## config.mk

```make
export PLATFORM = sky130hd
export DESIGN_NAME = mgh_cfg
export DESIGN_NICKNAME = d
export VERILOG_FILES = /design/src/rtl/mgh_pkg.sv /design/src/rtl/mgh_cfg.sv
export SDC_FILE = /design/constraint.sdc
export NUM_CORES = 1
export LEC_CHECK = 0
export BUFFER_PORTS_ARGS = -buffer_cell sky130_fd_sc_hd__buf_2
export CORE_MARGIN = 3
export CORE_UTILIZATION = 25
export DETAILED_ROUTE_END_ITERATION = 10
export GPL_ROUTABILITY_DRIVEN = 0
export PLACE_DENSITY_LB_ADDON = 0.12
export SLEW_MARGIN = 20
export SYNTH_ARGS = -nofsm -noshare
export SYNTH_HDL_FRONTEND = slang
export SYNTH_SLANG_ARGS = --single-unit
```

## constraint.sdc

```tcl
create_clock -name clk -period 2.3 [get_ports clk]
set_input_delay 0.46 -clock clk [delete_from_list [all_inputs] [get_ports clk]]
set_output_delay 0.46 -clock clk [all_outputs]
set_load 0.1 [all_outputs]
```

## src/rtl/mgh_pkg.sv

```systemverilog
// ----------------------------------------------------------------------------
// mgh_pkg
// Shared constants, types and helpers of the match gap histogram block.
// ----------------------------------------------------------------------------
package mgh_pkg;

  localparam int NUM_BINS = 131072;
  localparam int BIN_AW   = $clog2(NUM_BINS);
  localparam logic [BIN_AW-1:0] LAST_BIN = BIN_AW'(NUM_BINS - 1);

  localparam int VOXEL_W = 16;
  localparam int INDEX_W = 17;
  localparam int COUNT_W = 32;

  localparam logic [COUNT_W-1:0] COUNT_MAX = '1;

  // request codes
  localparam logic ACT_FEED = 1'b0;
  localparam logic ACT_READ = 1'b1;

  // configuration port
  localparam int APB_DW    = 32;
  localparam int APB_AW    = 3;
  localparam int REG_IDX_W = APB_AW - 2;
  localparam logic [REG_IDX_W-1:0] REG_TARGET_TYPE = REG_IDX_W'(0);

  // result queue, power-of-two depth so the pointers wrap
  localparam int RES_FIFO_DEPTH = 4;
  localparam int RES_FIFO_AW    = $clog2(RES_FIFO_DEPTH);
  localparam int RES_CNT_W      = $clog2(RES_FIFO_DEPTH + 1);

  typedef struct packed {
    logic [COUNT_W-1:0] bin_count;
    logic [COUNT_W-1:0] total_matches;
  } res_t;

  function automatic logic [COUNT_W-1:0] sat_inc(input logic [COUNT_W-1:0] v);
    sat_inc = (v == COUNT_MAX) ? v : v + 1'b1;
  endfunction

endpackage

```

## src/rtl/mgh_cfg.sv

```systemverilog
// ----------------------------------------------------------------------------
// mgh_cfg
// APB register file holding the target voxel type.
// ----------------------------------------------------------------------------
module mgh_cfg (
  input  logic                        clk,
  input  logic                        rst,
  input  logic                        psel,
  input  logic                        penable,
  input  logic                        pwrite,
  input  logic [mgh_pkg::APB_AW-1:0]  paddr,
  input  logic [mgh_pkg::APB_DW-1:0]  pwdata,
  output logic [mgh_pkg::APB_DW-1:0]  prdata,
  output logic                        pready,
  output logic [mgh_pkg::VOXEL_W-1:0] target_type
);
  import mgh_pkg::*;

  logic [REG_IDX_W-1:0] reg_idx;
  logic                 wr;

  assign reg_idx = paddr[APB_AW-1:2];
  assign pready  = 1'b1;
  assign wr      = psel && penable && pwrite && pready;

  always_ff @(posedge clk) begin
    if (rst) begin
      target_type <= '0;
    end else if (wr && reg_idx == REG_TARGET_TYPE) begin
      target_type <= pwdata[VOXEL_W-1:0];
    end
  end

  always_comb begin
    prdata = '0;
    if (reg_idx == REG_TARGET_TYPE) begin
      prdata = APB_DW'(target_type);
    end
  end

endmodule

```

==> results.cfg <==
[run_status]
outcome = finished, final reports clean

[finish]
top_regs = target_type (16)
drive_above_1_share_pct = 47.4
final_net_count = 197
layout.filler_cells = 427
finalCoreUtilization_pct = 35.6
register_with_the_most_flip_flops = target_type
synthToLayoutAreaGrowth_pct = 35.0
num_antenna_cells = 0
largest_register_ff_count = 16

[global_routing]
groute.usage.overall_pct = 8.82
grt_max_degree = 33
grt_first_pass_wirelength_um = 3070
grt_antenna_before_repair = 0
grt_remaining_overflow = 0
grt_pass1_vias = 671

[sta]
timing.final.setup_violations = 0
max_freq_mhz = 506
setup_tns_ns = 0
share_of_the_clock_period_used_by_the_worst_path_pct = 85.9
grt_setup_unrepaired = false
hold_vio_cnt_final = 0
fin_skew_ns = 0
max_slew_vio_count = 0
timing.final.crit_period_ns = 1.98
worst_slew_pin_slew_ns = 0.605
relSlewSlack_pct = 59.6

[clock_network]
clk_latency_ns = 0.24
cts.hold.buffers_added = 0
cts_setup_buffers = 0
cts_max_level = 1
clock_tree_root_buffer_cell = clkbuf_8
cts_tree = yes
tritoncts.num_buffers = 3
clockBufferDepth = 2
clkTransAtPathRegs_ns = 0.06
clock_sinks = 16
cts_repair_resize_count = 0

[worst_setup_path]
crit_path_max_fanout = 17
critPathKind = primary input to output port
worst_ep_required_time_ns = 1.84
worst-r2r-setup-slack_ns = 1.70
reg2regPathDepth = 2
worst_setup_path_end_kind = output port
crit_path_start_kind = primary input
crit-reg2reg-capture = target_type[1]$_SDFFE_PP0P_
worst-endpoint-arrival_ns = 1.52
r2r_start = target_type[1]$_SDFFE_PP0P_

[logic_synthesis]
postSynth.asyncResetShare_pct = 0
synth_adder_area_share_pct = 0
synth.ff_latch_count = 16
post_synth_main_area_contributors = dfxtp_1 (32%), nand2b_1 (20%), mux2i_1 (16%), buf_4 (13%), nor2b_1 (6.3%)
average_instance_area_after_synthesis_um2 = 9.31
combinational_family_with_the_most_area_after_synthesis = simple AND/OR/NAND/NOR gates
synth-compound-area-share_pct = 0
post_synthesis_cell_area_um2 = 987
simple_gate_share_of_the_synthesized_area_pct = 33.0
yosysMostFrequentCell = nand2b_1
synthesis.instances = 106
synthFlopType = dfxtp_1
yosys_warnings = 0
ys_seq_area_share_pct = 32.4
synth-edff-count = 0
ys_types = 11
area_share_of_the_leading_cell_type_in_the_synthesized_netlist_pct = 32.4
synthMuxAreaShare_pct = 16.2
synth-xor-area-share_pct = 0
synthTopCellsByCount = nand2b_1 (32), buf_4 (17), dfxtp_1 (16), mux2i_1 (16), nor2b_1 (10)
netlist.top_cell.by_area = dfxtp_1

[floorplanning]
placementRows = 22
die_w_um = 68.8
io_pins = 89
initial_core_util_pct = 26.4
dieArea_mm2 = 0.00474
design.core.area_mm2 = 0.00374
die-height_um = 68.8

[drt]
detailroute.via_count = 770
post-route-drc-count = 0
initialDrtViolationCount = 17
vias_per_cell = 3.77
detail_route.wirelength_um = 2080
drt_first_pass_iters = 4
detail-route-antenna-nets = 0
drt-wirelength-per-cell_um = 10.2

[placed_design]
dp.final_hpwl_um = 1610
port-buffer-count = 53

[hold_path]
hold_path_startpoint = pwdata[5]
timing.hold.worst_endpoint = target_type[5]$_SDFFE_PP0P_
worstHoldPathType = primary input to flop
holdPathStages = 3

[power_and_ir_drop]
ir_drop_mv = 0.301
power.leakage_nw = 0.643
power_density_mw_per_mm2 = 596

[flow_run]
max_cap_viol_count = 0
-- cell usage in the layout, fill, tap and decap left out --
cell	synthesis	final
and4b_1	1	1
buf_2	0	53
conb_1	2	17
dfxtp_1	16	16
nor2b_4	0	10
clkbuf_8	0	4
nand2b_1	32	32
and2b_2	6	6
mux2i_1	16	16
buf_4	17	1
-- where the power goes --
part / internal [W] / switching (W) / leakage, nW
combinational: 0.0000420 / 0.000222 / 0.485
clock: 0.000152 / 0.0000908 / 0.0288
sequential: 0.000283 / 0.00000424 / 0.129
-- logic make-up (layout without fill, tap and decap cells) --
group	count (synthesis)	count (layout)
multiplexers	16	16
other	2	17
buffers and inverters	23	58
flip-flops	16	16
AND/OR/NAND/NOR	49	49
-- routing by layer --
layer / track usage (%) / vias up / share of wire (%)
li1: - / 394 / -
met1: 10.5 / 336 / 42
met2: 14.8 / 40 / 46
met3: 4.05 / 0 / 12
met4: 1.46 / 0 / 0
met5: 0 / - / 0
-- worst max path at each step --
stage                  to                    startpoint  depth (start not counted)  slack [ns]
4_1_cts         prdata[0]                      paddr[2]                          3        0.28
5_1_grt         prdata[0]                      paddr[2]                          3        0.27
3_5_place_dp    prdata[0]                      paddr[2]                          3        0.28
2_1_floorplan  prdata[10]  target_type[10]$_SDFFE_PP0P_                          1        0.21
3_3_place_gp    prdata[0]                      paddr[2]                          3        0.30
6_report        prdata[0]                      paddr[2]                          3        0.32
-- per-stage QoR --
step	cell area (um^2)	total power (W)	hold WS, ns	instances	setup slack, ns
finish	1330	0.000794	0.474	204	0.325
global route	1330	0.000834	0.470	204	0.267
CTS	1330	0.000808	0.470	204	0.285
detailed placement	1280	0.000560	0.478	200	0.285
global placement	1280	0.000558	0.469	200	0.302
floorplan	1120	0.000550	0.615	121	0.210
-- worst max-delay path, cell delays in order --
cell,delay [ns]
buf_2,0.48
and2b_2,0.28
buf_2,0.29
-- layout make-up --
cell class	instances	area, um^2	area share, %
clock buffers	4	55.1	4.13
multi-input cells	82	624	46.9
flip-flops and latches	16	320	24.0
well taps	48	60.1	4.51
repair buffers	54	273	20.5
(Power assumes the default switching activity.)
