## config.mk

```make
export PLATFORM = sky130hd
export DESIGN_NAME = mgh_res_fifo_flat
export DESIGN_NICKNAME = d
export VERILOG_FILES = /design/src/rtl/mgh_pkg.sv /design/src/rtl/mgh_if.sv /design/src/rtl/mgh_res_fifo.sv /design/src/flat_wrapper.sv
export SDC_FILE = /design/constraint.sdc
export NUM_CORES = 1
export LEC_CHECK = 0
export BUFFER_PORTS_ARGS = -buffer_cell sky130_fd_sc_hd__buf_2
export CAP_MARGIN = 20
export CORE_ASPECT_RATIO = 1.2
export CORE_UTILIZATION = 40
export DETAILED_ROUTE_END_ITERATION = 16
export GPL_TIMING_DRIVEN = 0
export PLACE_DENSITY = 0.68
export SYNTH_ARGS = -nofsm -noshare
export SYNTH_HDL_FRONTEND = slang
export SYNTH_SLANG_ARGS = --single-unit
```

## constraint.sdc

```tcl
create_clock -name clk -period 3.5 [get_ports clk]
set_clock_uncertainty 0.15 [all_clocks]
set_input_delay 0.35 -clock clk [delete_from_list [all_inputs] [get_ports clk]]
set_output_delay 0.35 -clock clk [all_outputs]
set_load 0.01 [all_outputs]
```

## src/rtl/mgh_pkg.sv

```systemverilog
// ----------------------------------------------------------------------------
// mgh_pkg
// Shared constants, types and helpers of the match gap histogram block.
// ----------------------------------------------------------------------------
package mgh_pkg;

  localparam int NUM_BINS = 131072;
  localparam int BIN_AW   = $clog2(NUM_BINS);
  localparam logic [BIN_AW-1:0] LAST_BIN = BIN_AW'(NUM_BINS - 1);

  localparam int VOXEL_W = 16;
  localparam int INDEX_W = 17;
  localparam int COUNT_W = 32;

  localparam logic [COUNT_W-1:0] COUNT_MAX = '1;

  // request codes
  localparam logic ACT_FEED = 1'b0;
  localparam logic ACT_READ = 1'b1;

  // configuration port
  localparam int APB_DW    = 32;
  localparam int APB_AW    = 3;
  localparam int REG_IDX_W = APB_AW - 2;
  localparam logic [REG_IDX_W-1:0] REG_TARGET_TYPE = REG_IDX_W'(0);

  // result queue, power-of-two depth so the pointers wrap
  localparam int RES_FIFO_DEPTH = 4;
  localparam int RES_FIFO_AW    = $clog2(RES_FIFO_DEPTH);
  localparam int RES_CNT_W      = $clog2(RES_FIFO_DEPTH + 1);

  typedef struct packed {
    logic [COUNT_W-1:0] bin_count;
    logic [COUNT_W-1:0] total_matches;
  } res_t;

  function automatic logic [COUNT_W-1:0] sat_inc(input logic [COUNT_W-1:0] v);
    sat_inc = (v == COUNT_MAX) ? v : v + 1'b1;
  endfunction

endpackage

```

## src/rtl/mgh_if.sv

```systemverilog


interface mgh_out_if;
  import mgh_pkg::*;

  logic               valid;
  logic               ready;
  logic [COUNT_W-1:0] bin_count;
  logic [COUNT_W-1:0] total_matches;

  modport source (output valid, output bin_count, output total_matches, input ready);
  modport sink   (input valid, input bin_count, input total_matches, output ready);
endinterface

```

## src/rtl/mgh_res_fifo.sv

```systemverilog
// ----------------------------------------------------------------------------
// mgh_res_fifo
// Small result queue that decouples the pipeline from the output side.
// ----------------------------------------------------------------------------
module mgh_res_fifo (
  input  logic                          clk,
  input  logic                          rst,
  input  logic                          push,
  input  mgh_pkg::res_t                 push_data,
  output logic [mgh_pkg::RES_CNT_W-1:0] count,
  mgh_out_if.source                     out_ch
);
  import mgh_pkg::*;

  res_t                   entries [RES_FIFO_DEPTH];
  logic [RES_FIFO_AW-1:0] wr_ptr, rd_ptr;
  logic                   pop;

  assign out_ch.valid         = count != '0;
  assign out_ch.bin_count     = entries[rd_ptr].bin_count;
  assign out_ch.total_matches = entries[rd_ptr].total_matches;
  assign pop = out_ch.valid && out_ch.ready;

  always_ff @(posedge clk) begin
    if (rst) begin
      wr_ptr <= '0;
      rd_ptr <= '0;
      count  <= '0;
    end else begin
      if (push) begin
        wr_ptr <= wr_ptr + 1'b1;
      end
      if (pop) begin
        rd_ptr <= rd_ptr + 1'b1;
      end
      if (push && !pop) begin
        count <= count + 1'b1;
      end else if (pop && !push) begin
        count <= count - 1'b1;
      end
    end
  end

  always_ff @(posedge clk) begin
    if (push) begin
      entries[wr_ptr] <= push_data;
    end
  end

`ifndef SYNTH
  a_no_overflow: assert property (@(posedge clk) disable iff (rst)
    push && !pop |-> count < RES_CNT_W'(RES_FIFO_DEPTH))
    else $error("result queue overflow");

  a_count_bound: assert property (@(posedge clk) disable iff (rst)
    count <= RES_CNT_W'(RES_FIFO_DEPTH))
    else $error("result queue count out of range");
`endif

endmodule

```

## src/flat_wrapper.sv

```systemverilog
// flat-port wrapper written by rule: the top's interface ports become plain ports
module mgh_res_fifo_flat import mgh_pkg::*;
  (clk, rst, push, push_data, count, out_ch_valid, out_ch_bin_count, out_ch_total_matches, out_ch_ready);
  mgh_out_if out_ch_i ();
  input  logic clk;
  input  logic rst;
  input  logic push;
  input  mgh_pkg::res_t push_data;
  output logic [mgh_pkg::RES_CNT_W-1:0] count;
  output wire logic [$bits(out_ch_i.valid)-1:0] out_ch_valid;
  output wire logic [$bits(out_ch_i.bin_count)-1:0] out_ch_bin_count;
  output wire logic [$bits(out_ch_i.total_matches)-1:0] out_ch_total_matches;
  input wire logic [$bits(out_ch_i.ready)-1:0] out_ch_ready;
  assign out_ch_valid = out_ch_i.valid;
  assign out_ch_bin_count = out_ch_i.bin_count;
  assign out_ch_total_matches = out_ch_i.total_matches;
  assign out_ch_i.ready = out_ch_ready;
  mgh_res_fifo u_core (.clk(clk), .rst(rst), .push(push), .push_data(push_data), .count(count), .out_ch(out_ch_i));
endmodule
```

==> results of run 1 <==
==> per-stage QoR <==
step	worst slack [ns]	hold slack [ns]	TNS [ns]
final	1.018	0.06936	0
after detailed placement	1.202	0.3595	0
after floorplan	0.8736	0.2989	0
after global placement	-0.3672	0.3584	-86.44
after CTS	0.9602	0.05395	0
after global routing	0.9087	0.07654	0
==> layout make-up <==
type                            count  area, sq um
Tap cell                          320        400.4
Sequential cell                   265         7868
Fill cell                        1925        11470
Antenna cell                        1        2.502
Multi-Input combinational cell     94         1703
Clock buffer                       38        778.2
Inverter                            3        11.26
Timing Repair Buffer              203         1431
Clock inverter                     10        58.81
Buffer                             15        170.2
==> what timing repair did <==
action	4_1_cts	5_1_grt
hold buffers	65	0
endpoints found under the hold margin	257	0
gates resized for setup	0	0
==> worst max-delay path by stage <==
stage	end	slack [ns]	from
after floorplan	u_core.entries[0][0]	0.87	u_core.wr_ptr[0]
after global placement	u_core.entries[0][19]	-0.37	u_core.wr_ptr[0]
after detailed placement	u_core.count[2]	1.20	u_core.count[0]
after CTS	out_ch_bin_count[19]	0.96	flip-flop
after global routing	out_ch_total_matches[22]	0.91	flip-flop
final	out_ch_total_matches[22]	1.02	flip-flop
==> worst min-delay path, delay by kind of cell <==
| family | cells | cell delay, ns |
|---|---|---|
| buf+inv | 1 | 0.17 |
| xor+xnor | 1 | 0.09 |
| simple gates | 1 | 0.08 |
==> routing by layer <==
metal | vias to the layer above | part of all wire [%] | GRT usage (%)
li1 | 2078 | - | -
met1 | 2337 | 40 | 18.09
met2 | 122 | 53 | 26.54
met3 | 28 | 5.4 | 3.074
met4 | 0 | 1.8 | 4.035
met5 | - | 0 | 0
==> power by group through the flow <==
stage	clock network, W	registers, W	logic, W
6_report	0.00268	0.00371	0.00187
5_1_grt	0.00288	0.00373	0.00203
3_5_place_dp	0	0.00378	0.00186
2_1_floorplan	0	0.00378	0.00124
4_1_cts	0.00276	0.00372	0.00192
3_3_place_gp	0	0.00379	0.00181
==> state kept, by name, indices dropped and copies added (netlist names), named ones only <==
register        cells
u_core.rd_ptr       2
u_core.count        3
u_core.entries    256
u_core.wr_ptr       2
==> cell families (layout without fill, tap and decap cells) <==
| family | after synthesis | in the layout | synth area share (%) |
|---|---|---|---|
| compound gates | 4 | 4 | 0.2697 |
| xor+xnor | 5 | 5 | 0.4495 |
| fa+ha+maj | 6 | 6 | 0.8477 |
| buf+inv | 18 | 269 | 1.862 |
| flops | 265 | 265 | 80.76 |
| mux | 66 | 66 | 15.16 |
| other cells | 0 | 1 | 0 |
| simple gates | 13 | 13 | 0.6550 |
==> layout by cell type (no fill, tap or decap), types with 2 or more instances in the layout <==
cell	instances
clkbuf_1	7
buf_2	140
buf_16	4
dfxtp_1	9
dlygate4sd3_1	65
clkbuf_8	4
mux4_1	4
and2_4	4
clkbuf_16	28
clkinv_2	4
clkinv_1	3
mux4_2	60
edfxtp_1	256
xor2_1	4
or3_1	2
mux2i_1	2
nor2_1	7
buf_12	6
inv_1	3
ha_1	5
==> reports/qor.yml, run 1 <==
status: "finished clean"
dr_total_vias: 4565
root_buffer: "clkbuf_16"
die_area_sq_um: 24990
holdPathStages: 3
drive_above_1_share_pct: 40.61
swShare_pct: 24.86
tightest_slew_ns: 0.4040
placed_cell_area_sq_um: 10930
cp_common_cell: "buf_2"
final_cell_area_sq_um: 12420
synth_top_area_share_pct: 78.91
ys_top_cells_by_area: "edfxtp_1 (79%), mux4_2 (14%), dfxtp_1 (1.8%)"
die_height_um: 173.0
setup_viol: 0
clock_sinks: 265
antenna_left: 0
fin_nets: 682
critical_path.startpoint_type: "flip-flop"
hp-class: "in -> reg"
final_util_pct: 52.00
synth_top_area_cell: "edfxtp_1"
grt_pass1_vias: 5052
synth.cell_area_sq_um: 9742
arrival_ns: 1.98
syn-mean-instance-area_sq_um: 25.84
drc: 0
first_pass_iters: 4
rsz0062_at_grt: "false"
antenna_found_initial: 1
wl_um: 17900
async_flop_share_pct: 0
grt_usage_pct: 14.89
synthTopCellsByCount: "edfxtp_1 (256), mux4_2 (60), dfxtp_1 (9)"
pwr-share-seq_pct: 45.0
core-area_sq_um: 23890
synth_nets: 451
reg2regPathDepth: 7
cts_tree: "done"
cp_slowest_stage_delay_ns: 0.36
place_inst: 835
r2r_end: "u_core.count[2]"
critPathTopFamily: "buffers and inverters"
fmax_ghz: 0.4028
p_int_w: 0.006203
drv_slew: 0
peakVddDrop_uv: 501.4
clk_pin_slew_ns: 0.06
synth_cell_types: 22
gp_congestion: 0.6941
reg2reg_from: "u_core.count[0]"
syn_inst: 377
die_width_um: 144.5
worstSkewPairLatency_ns: 0.51
power_density_nw_per_um2: 664.5
drtIter0Drc: 224
final_cells: 949
cp_num_buf_inv: 3
crit_type: "reg -> out"
grt_max_degree: 43
vias_per_cell: 4.810
power_frac_comb_pct: 22.6
post-route-min-period_ns: 2.482
p_leak_nw: 4.261
worst_setup_path_end_kind: "output port"
synth_ff_type: "edfxtp_1"
yosysWarnings: 0
grt_overflow_total: 0
cts_max_level: 1
finalPower_w: 0.008255
rrSetupSlack_ns: 1.19
rows: 62
hp-start: "push"
synth-edff-count: 256
start_util_pct: 40.77
place_hpwl_um: 10510
cts_setup_buffers: 0
crit_slowest_cell: "buf_2"
cap_violations: 0
io_buffers: 134
grt_pass1_wl_um: 27920
yosysSeqAreaShare_pct: 80.76
path_cells: "clkbuf_2, buf_2, mux4_2, buf_2"
worstPathRequired_ns: 3.00
yosysMostFrequentCell: "edfxtp_1"
drt-wirelength-per-cell_um: 18.86
boundaryPins: 136
hold_violations: 0
pwr-share-clk_pct: 32.4
numCtsBuffers: 26
min_period_over_period_pct: 70.93
crit_fanout: 10
switchingPower_w: 0.002052
slew_headroom_pct: 72.72
clockBufferDepth: 3
syn_to_final_growth_pct: 27.52
path_depth: 4
synth-seq-cells: 265
min_to: "u_core.wr_ptr[0]"
(Power assumes the default switching activity.)
==> run 2, diff against run 1 <==
==> constraint.sdc (replaced) <==
create_clock -name clk -period 2.5 [get_ports clk]
set_clock_uncertainty 0.15 [all_clocks]
set_input_delay 0.25 -clock clk [delete_from_list [all_inputs] [get_ports clk]]
set_output_delay 0.25 -clock clk [all_outputs]
set_load 0.01 [all_outputs]
==> reports/qor.yml, run 2 (synthesized netlist as in run 1, its figures left out) <==
fin_nets: 685  # was 682
critical_path.startpoint_type: "flip-flop"  # unchanged
worstPathRequired_ns: 2.10  # was 3.00 ns
gp_congestion: 0.7210  # was 0.6941
post-place-ws_ns: 0.1133  # was 1.202 ns
clockBufferDepth: 3  # unchanged
boundaryPins: 136  # unchanged
antenna_left: 0  # unchanged
worstSkewPairLatency_ns: 0.52  # was 0.51 ns
die_area_sq_um: 24990  # unchanged
grt_overflow_total: 0  # unchanged
clk_pin_slew_ns: 0.06  # about the same
seqCellArea_sq_um: 7868  # unchanged
cts_tree: "done"  # unchanged
largest_reg_flops: 256  # unchanged
die_width_um: 144.5  # unchanged
pwr-share-seq_pct: 44.6  # was 45.0%
cts_setup_buffers: 0  # unchanged
setup_viol: 0  # unchanged
hp-class: "in -> reg"  # unchanged
place_hpwl_um: 10830  # was 10510 um
post-route-min-period_ns: 2.361
tightest_slew_ns: 0.4821  # was 0.4040 ns
grt_pass1_wl_um: 27680  # was 27920 um
die_height_um: 173.0  # unchanged
min_period_over_period_pct: 94.44
crit_fanout: 10  # unchanged
cap_violations: 0  # unchanged
grt_usage_pct: 14.78  # was 14.89%
drt-wirelength-per-cell_um: 18.99  # was 18.86 um
io_buffers: 134  # unchanged
reg2regPathDepth: 7  # unchanged
swShare_pct: 24.60  # was 24.86%
antenna_found_initial: 0  # was 1
drtIter0Drc: 154  # was 224
start_util_pct: 40.77  # unchanged
reg2reg_from: "u_core.count[1]"  # was u_core.count[0]
rrSetupSlack_ns: 0.16  # was 1.19 ns
root_buffer: "clkbuf_16"  # unchanged
power_density_nw_per_um2: 936.5  # was 664.5 nW/um^2
grt_max_degree: 43  # unchanged
drv_slew: 0  # unchanged
rows: 62  # unchanged
first_pass_iters: 5  # was 4
met1_usage_pct: 18.40  # was 18.09%
holdPathStages: 2  # was 3
largest-register: "u_core.entries"  # unchanged
fillers: 1923  # was 1925
arrival_ns: 1.96  # was 1.98 ns
slew_headroom_pct: 67.45  # was 72.72%
diodes: 0  # was 1
peakVddDrop_uv: 728.6  # was 501.4 uV
top_usage_layer: "met2"  # unchanged
final_common_cell: "edfxtp_1"  # unchanged
critPathCapture: "out_ch_total_matches[27]"  # was out_ch_total_matches[22]
clock_sinks: 265  # unchanged
p_int_w: 0.008797  # was 0.006203 W
met2_usage_pct: 25.62  # was 26.54%
p_leak_nw: 4.276  # was 4.261 nW
wl_um: 18020  # was 17900 um
rsz0062_at_grt: "false"  # unchanged
vias_per_cell: 4.844  # was 4.810
worst_setup_path_end_kind: "output port"  # unchanged
grt_use_met3_pct: 3.129  # was 3.074%
cts_max_level: 1  # unchanged
syn_to_final_growth_pct: 27.88  # was 27.52%
crit_type: "reg -> out"  # unchanged
drc: 0  # unchanged
drive_above_1_share_pct: 40.70  # was 40.61%
status: "finished clean"  # unchanged
mostFrequentLayoutCells: "edfxtp_1 (256), buf_2 (140), dlygate4sd3_1 (67)"  # was edfxtp_1 (256), buf_2 (140), dlygate4sd3_1 (65)
switchingPower_w: 0.002870  # was 0.002052 W
top_regs: "u_core.entries (256), u_core.count (3)"  # unchanged
multi_input_area_sq_um: 1710  # was 1703 sq um
core-area_sq_um: 23890  # unchanged
fmax_ghz: 0.4235
dr_total_vias: 4597  # was 4565
power_frac_comb_pct: 22.6  # about the same
numCtsBuffers: 27  # was 26
pwr-share-clk_pct: 32.8  # was 32.4%
r2r_end: "u_core.count[2]"  # unchanged
final_util_pct: 52.14  # was 52.00%
fin_ws_ns: 0.1390  # was 1.018 ns
hold_violations: 0  # unchanged
grt_pass1_vias: 5108  # was 5052
[run 2: changes by cell type in the layout (fill, tap and decap cells not counted), sizes merged]
cell	previous run	this run
bufinv	0	3
clkbuf	40	31
clkinv	7	14
clkinvlp	1	0
diode	1	0
dlygate4sd3	65	67
inv	5	4
[run 2: critical path, cell delays in order (launching register included)]
cell	delay [ns]
dfxtp_1	0.30
clkbuf_2	0.26
buf_2	0.34
mux4_2	0.37
buf_2	0.16
[run 2: metrics by stage]
step	hold slack [ns]	std cells	area, sq um	power [W]	TNS (ns)
floorplan	0.1989	377	9747	0.007026	0
global placement	0.3100	831	10820	0.007824	-5.550
detailed placement	0.3175	835	10930	0.007919	0
CTS	0.3107	949	12450	0.01183	0
global route	0.3246	949	12460	0.01217	0
finish	0.3324	949	12460	0.01167	0
[run 2: how the worst min path moves through the flow]
stage                        startpoint                    end
after global placement    push_data[30]  u_core.entries[1][30]
after global routing      push_data[30]  u_core.entries[1][30]
final                      push_data[4]   u_core.entries[2][4]
after floorplan            push_data[0]   u_core.entries[0][0]
after detailed placement  push_data[60]  u_core.entries[3][60]
after CTS                 push_data[60]  u_core.entries[3][60]
[run 2: cell type report]
type	instances	share of cell area, %
clock buffers	29	5.484
clock inverters	18	1.316
plain buffers	15	1.366
repair buffers	205	11.65
flip-flops and latches	265	63.15
well taps	320	3.214
multi-input cells	94	13.73
inverters	3	0.09039
[run 2: metal layers]
| layer | share of wire [%] | vias to the layer above |
|---|---|---|
| li1 | - | 2077 |
| met1 | 41 | 2361 |
| met2 | 52 | 124 |
| met3 | 5.6 | 35 |
| met4 | 2.1 | 0 |
| met5 | 0 | - |
[run 2: timing repair]
item	4_1_cts	5_1_grt
gates resized for setup	0	2
hold buffers	67	0
hold endpoints to repair	265	0
setup endpoints to repair	0	1
[run 2: power groups by stage]
stage                     clock [W]  sequential (W)  combinational, W
final                       0.00382         0.00521           0.00264
after global routing        0.00408         0.00523           0.00286
after CTS                   0.00392         0.00521           0.00271
after detailed placement          0         0.00530           0.00262
after global placement            0         0.00529           0.00254
after floorplan                   0         0.00528           0.00174
